--- src/sv/stt_pkg.sv ---
// Shared types and constants for the session timeout table.
// Used by stt_hash, stt_heap and session_timeout_table; depends on nothing.
package stt_pkg;

    localparam int KEY_W     = 60;
    localparam int CHAR_W    = 6;
    localparam int LIMIT_W   = 15;
    localparam int TIME_W    = 32;
    localparam int COUNT_W   = 13;
    localparam int USER_W    = 2;
    localparam int S_TDATA_W = 136;
    localparam int M_TDATA_W = 16;

    localparam logic [COUNT_W-1:0] COUNT_MAX  = '1;
    localparam logic [TIME_W-1:0]  HASH_SEED  = 32'd5381;
    localparam logic [CHAR_W-1:0]  DIGIT_LAST = 6'd10;
    // code c maps to '0'+c-1 for digits and 'a'+c-11 for letters
    localparam logic [TIME_W-1:0]  DIGIT_OFS  = 32'd47;
    localparam logic [TIME_W-1:0]  ALPHA_OFS  = 32'd86;

    typedef enum logic [1:0] {
        OP_NEW     = 2'd0,
        OP_LOGOUT  = 2'd1,
        OP_CONNECT = 2'd2,
        OP_TICK    = 2'd3
    } op_t;

    typedef enum logic [1:0] {
        ST_OK         = 2'd0,
        ST_TABLE_FULL = 2'd1,
        ST_HEAP_FULL  = 2'd2,
        ST_NO_MATCH   = 2'd3
    } status_t;

    typedef struct packed {
        logic [KEY_W-1:0]   key;
        logic [KEY_W-1:0]   secret;
        logic [TIME_W-1:0]  expiry;
        logic [LIMIT_W-1:0] limit;
        logic               logged_in;
        logic               used;
    } slot_rec_t;

    typedef enum logic [1:0] {
        HOP_PEEK = 2'd0,
        HOP_PUSH = 2'd1,
        HOP_POP  = 2'd2
    } heap_op_t;

    typedef struct packed {
        logic     start;
        heap_op_t op;
    } heap_cmd_t;

    typedef struct packed {
        logic              done;
        logic              empty;
        logic              full;
        logic [TIME_W-1:0] top_due;
    } heap_stat_t;

    typedef enum logic [1:0] {
        HS_IDLE,
        HS_CHAR,
        HS_MOD
    } hash_state_t;

    typedef enum logic [2:0] {
        H_IDLE,
        H_PEEK,
        H_UP,
        H_UP_EV,
        H_DN_LAST,
        H_DN,
        H_DN_EV
    } heap_state_t;

    typedef enum logic [3:0] {
        C_CLEAR,
        C_IDLE,
        C_HASH,
        C_PRB_RD,
        C_PRB_EV,
        C_PUSH_WAIT,
        C_TK_PEEK,
        C_TK_TOP,
        C_TK_SLOT,
        C_TK_POP,
        C_DONE
    } ctl_state_t;

endpackage

--- src/sv/stt_hash.sv ---
// Iterative djb2 hash of a packed key, one character per cycle, then
// reduction to a table index. Depends on stt_pkg.
module stt_hash #(
    parameter int TABLE_ENTRIES = 4096,
    parameter int KEY_CHARS     = 10,
    parameter int IDX_W         = 12
) (
    input  logic                      clk,
    input  logic                      rst_n,
    input  logic                      start,
    input  logic [stt_pkg::KEY_W-1:0] key,
    output logic                      done,
    output logic [IDX_W-1:0]          idx
);
    import stt_pkg::*;

    localparam int CH_W = $clog2(KEY_CHARS + 1);
    localparam bit IS_POW2 = (TABLE_ENTRIES & (TABLE_ENTRIES - 1)) == 0;
    localparam logic [IDX_W:0] MODULUS = (IDX_W + 1)'(TABLE_ENTRIES);

    hash_state_t         state_reg, state_next;
    logic [TIME_W-1:0]   h_reg, h_next;
    logic [KEY_W-1:0]    key_reg, key_next;
    logic [CH_W-1:0]     ch_reg, ch_next;
    logic [4:0]          bit_reg, bit_next;
    logic [IDX_W-1:0]    rem_reg, rem_next;
    logic [IDX_W-1:0]    idx_reg, idx_next;
    logic                done_reg, done_next;

    logic [CHAR_W-1:0]   code;
    logic [TIME_W-1:0]   code_ascii;
    logic [TIME_W-1:0]   h_step;
    logic [IDX_W:0]      trial;
    logic [IDX_W:0]      trial_red;
    logic                char_end;

    assign code       = key_reg[CHAR_W-1:0];
    assign code_ascii = (code <= DIGIT_LAST) ? TIME_W'(code) + DIGIT_OFS
                                             : TIME_W'(code) + ALPHA_OFS;
    assign h_step     = (h_reg << 5) + h_reg + code_ascii;
    assign char_end   = (ch_reg == CH_W'(KEY_CHARS)) || (code == '0);
    // restoring remainder, one bit of the hash per cycle
    assign trial      = {rem_reg, h_reg[TIME_W-1]};
    assign trial_red  = (trial >= MODULUS) ? trial - MODULUS : trial;

    always_comb
    begin
        state_next = state_reg;
        unique case (state_reg)
            HS_IDLE:
            begin
                if (start)
                    state_next = HS_CHAR;
            end
            HS_CHAR:
            begin
                if (char_end)
                    state_next = IS_POW2 ? HS_IDLE : HS_MOD;
            end
            HS_MOD:
            begin
                if (bit_reg == 5'd31)
                    state_next = HS_IDLE;
            end
            default: state_next = HS_IDLE;
        endcase
    end

    always_comb
    begin
        h_next    = h_reg;
        key_next  = key_reg;
        ch_next   = ch_reg;
        bit_next  = bit_reg;
        rem_next  = rem_reg;
        idx_next  = idx_reg;
        done_next = 1'b0;
        unique case (state_reg)
            HS_IDLE:
            begin
                h_next   = HASH_SEED;
                key_next = key;
                ch_next  = '0;
            end
            HS_CHAR:
            begin
                if (char_end)
                begin
                    rem_next = '0;
                    bit_next = '0;
                    if (IS_POW2)
                    begin
                        idx_next  = h_reg[IDX_W-1:0];
                        done_next = 1'b1;
                    end
                end
                else
                begin
                    h_next   = h_step;
                    key_next = key_reg >> CHAR_W;
                    ch_next  = ch_reg + 1'b1;
                end
            end
            HS_MOD:
            begin
                rem_next = trial_red[IDX_W-1:0];
                h_next   = h_reg << 1;
                bit_next = bit_reg + 1'b1;
                if (bit_reg == 5'd31)
                begin
                    idx_next  = trial_red[IDX_W-1:0];
                    done_next = 1'b1;
                end
            end
            default: done_next = 1'b0;
        endcase
    end

    always_ff @(posedge clk or negedge rst_n)
    begin
        if (!rst_n)
        begin
            state_reg <= HS_IDLE;
            done_reg  <= 1'b0;
        end
        else
        begin
            state_reg <= state_next;
            done_reg  <= done_next;
        end
    end

    always_ff @(posedge clk)
    begin
        h_reg   <= h_next;
        key_reg <= key_next;
        ch_reg  <= ch_next;
        bit_reg <= bit_next;
        rem_reg <= rem_next;
        idx_reg <= idx_next;
    end

    assign done = done_reg;
    assign idx  = idx_reg;

endmodule

--- config.mk ---
export PLATFORM = sky130hd
export DESIGN_NAME = stt_hash
export DESIGN_NICKNAME = d
export VERILOG_FILES = /design/src/sv/stt_pkg.sv /design/src/sv/stt_hash.sv
export SDC_FILE = /design/constraint.sdc
export NUM_CORES = 1
export LEC_CHECK = 0
export ABC_AREA = 0
export BUFFER_PORTS_ARGS = -buffer_cell sky130_fd_sc_hd__buf_4
export CAP_MARGIN = 15
export CORE_UTILIZATION = 35
export CTS_CLUSTER_DIAMETER = 30
export DETAILED_ROUTE_END_ITERATION = 8
export GPL_TIMING_DRIVEN = 0
export SETUP_SLACK_MARGIN = 0.4
export SLEW_MARGIN = 15
export SYNTH_ARGS = -nofsm -noshare
export SYNTH_HDL_FRONTEND = slang
export SYNTH_SLANG_ARGS = --single-unit
export TNS_END_PERCENT = 5
--- constraint.sdc ---
create_clock -name clk -period 4.6 [get_ports clk]
set_input_delay 0.92 -clock clk [delete_from_list [all_inputs] [get_ports clk]]
set_output_delay 0.92 -clock clk [all_outputs]
set_load 0.005 [all_outputs]
==> metrics.md <==
| Metric | Value |
|---|---|
| Status | complete, no violations |
| Hold slack final | 0.348 ns |
| Clk Latency, worst-skew pair | approximately 0.34 ns |
| N_diodes | 0 |
| Number of flops mapped to enable cells by yosys | 88 |
| Post-Syn Nets | between 300 and 400 |
| Drt via density | between 4 and 5 |
| Synth Flop Type | edfxtp_1 |
| Worst Path Max Fanout | 7 |
| Max-slew violation count | 0 |
| Seq/Total Area, Yosys | between 60 and 70% |
| Max_cap viols | 0 |
| First-pass GRT wire length | about 13 mm |
| Avg Synthesized Cell Area | around 15 sq um |
| H-Tree Level Count | 3 |
| Clk slew on worst S/H paths | ~0.060 ns |
| Routed WL | 7.96 mm |
| Post-cts resize count | 0 |
| Area delta synth->final | 24.7% |
| Number of antenna violations at the first check in global routing | 0 |
| #FFs+latches synth | 90 |
| Placement Cell Area | ~5200 sq um |
| Drt initial violations | approximately 110 |
| Detail Route Antenna Nets | 0 |
| Inst Count DP | between 500 and 600 |
| Peak Freq | approximately 280 MHz |
| Final Core Density | 45.4% |
| Overflow after GRT | 0 |
| Port bufs | between 70 and 80 |
| Slew HR | between 40 and 50% |
| Worst vdd ir | about 0.0004 V |
| Worst-Margin Slew | around 0.8 ns |
| Tot Pwr | around 4.7 mW |
| CTS tree | done |
| Initial Utilization | between 30% and 40% |
| Synth cell types | 39 |
| Fillers | 1097 |
| Max FFs per register | 60 |
| Row cnt | 40 |
| Total GRT Usage | a little over an eighth |
| Leakage | 2.30 nW |
| Core area | around 12000 sq um |
| RSZ-0062 raised after global routing | no |
| Die H | around 110 um |
| Commonest non-fill, non-tap cell in the layout | edfxtp_1 |
| Post-CTS Setup Bufs | 0 |
| Die ar. | 13100 sq um |
| Final Hold Viols | 0 |
| TNS Setup | 0 ns |
| HP Class | in -> async |
| Clock root buffer | clkbuf_16 |
| CP Capture Type | register |
| Final std cells w/o fill | 565 |
| Die Span X | about 110 um |
| Final setup viols | 0 |
| Share of flip-flops with an asynchronous set or reset | 2.22% |
| DR WL/cell | 14.1 um |
| Most frequent cells in the layout | edfxtp_1, buf_4, mux2_2 |
| Clk buf depth | 2 |
| Kind of critical path | reg -> reg |
| Share of cells above drive strength 1 | approximately two fifths |
| Post-DP HPWL | ~6 mm |
| CTS sink count | 90 |
| CP startpoint kind | register |
| Vias in the first global route | 2608 |
| Num CTS Buffers | 9 |
| Ys Warns | 0 |
| Pin count of the biggest net entering global routing | 55 |
| Pwr Density | between 800 and 900 nW/um^2 |
| Worst slack, placed | around 1 ns |
| WP data arrival | around 3.7 ns |
| DRT Pass-1 Iters | 4 |
| Final instance area | approximately 5500 sq um |
| Clock Skews | 0.00708 ns |
| RD Place Congestion | 0.868 |
| Crit path required time | 4.69 ns |
| Mapped Cells | roughly 310 |
| Remaining DRCs | 0 |
| Cell Area, Synth | roughly 4400 sq um |
| Final setup margin | between 0.9 and 1 ns |
| Top Ports | between 70 and 80 |
| Nets | between 400 and 500 |
| Vias | around 2700 |
| Min Tclk post-route | 3.61 ns |
| Hold_buf cts | 0 |
| Final Cycle Share | 78.5% |
cell families after synthesis:
kind of cell	Yosys count	synth area share, %
flops	90	60.8
simple gates	61	6.76
mux	58	14.7
compound gates	35	5.09
fa+ha+maj	29	8.88
buf+inv	24	2.20
xor+xnor	8	1.58
layer usage:
metal / global-route usage (%) / vias up / part of all wire, %
li1: - / 1317 / -
met1: 15.3 / 1276 / 41
met2: 21.6 / 70 / 50
met3: 4.76 / 11 / 7.2
met4: 6.49 / 0 / 1.8
met5: 0 / - / 0
critical path, cell delays in order (launching register included):
cell,delay [ns]
edfxtp_1,0.43
inv_1,0.13
ha_1,0.15
nor2b_1,0.04
o21ai_0,0.19
nand2_1,0.24
o21a_1,0.19
fa_1,0.48
inv_1,0.05
ha_1,0.36
and2_4,0.18
a311oi_1,0.31
a21boi_1,0.13
o22ai_1,0.16
mux2_1,0.33
final cells by class:
class	count	area (sq um)	share of cell area, %
sequential	90	2690	48.8
buffer	9	41.3	0.748
inverter	15	58.8	1.07
multi-input combinational	191	1640	29.7
tap	168	210	3.81
clock buffer	10	229	4.15
timing repair buffer	76	591	10.7
clock inverter	6	57.6	1.04
worst paths after layout:
kind	from	to	slack [ns]	depth (start not counted)
max in group asynchronous	rst_n	done$_DFF_PN0_	4.17	1
worst min register to register	h_reg[9]$_SDFFCE_PN0N_	idx[9]$_DFFE_PP_	0.46	0
worst max-delay path	key_reg[0]$_DFFE_PN_	h_reg[8]$_SDFFCE_PN1N_	0.99	14
worst max register to register	key_reg[0]$_DFFE_PN_	h_reg[8]$_SDFFCE_PN1N_	0.99	14
worst min-delay path	rst_n	state_reg[0]$_DFFE_PN0P_	0.35	1
min in group clk	h_reg[9]$_SDFFCE_PN0N_	idx[9]$_DFFE_PP_	0.46	0
synth_stat cells (4+ instances only):
cell type,instances,share of area (%)
nand2_1,11,0.93
ha_1,25,7.1
buf_2,6,0.68
edfxtp_1,88,60
xnor2_1,5,0.99
inv_1,15,1.3
nor2_1,20,1.7
mux2_2,54,14
nor3_1,4,0.45
nor2b_1,10,1.4
o21ai_0,7,0.79
fa_1,4,1.8
nand2b_1,4,0.57
a21oi_1,9,1.0
a31oi_1,5,0.71
power by group:
group / switching (mW) / internal [mW] / leakage, nW / total [mW]
Clock: 0.302 / 0.416 / 0.134 / 0.718
Sequential: 0.161 / 1.52 / 0.971 / 1.68
Combinational: 1.21 / 1.11 / 1.19 / 2.32
Total: 1.67 / 3.05 / 2.30 / 4.72
Power figures use the tool's default switching activity.
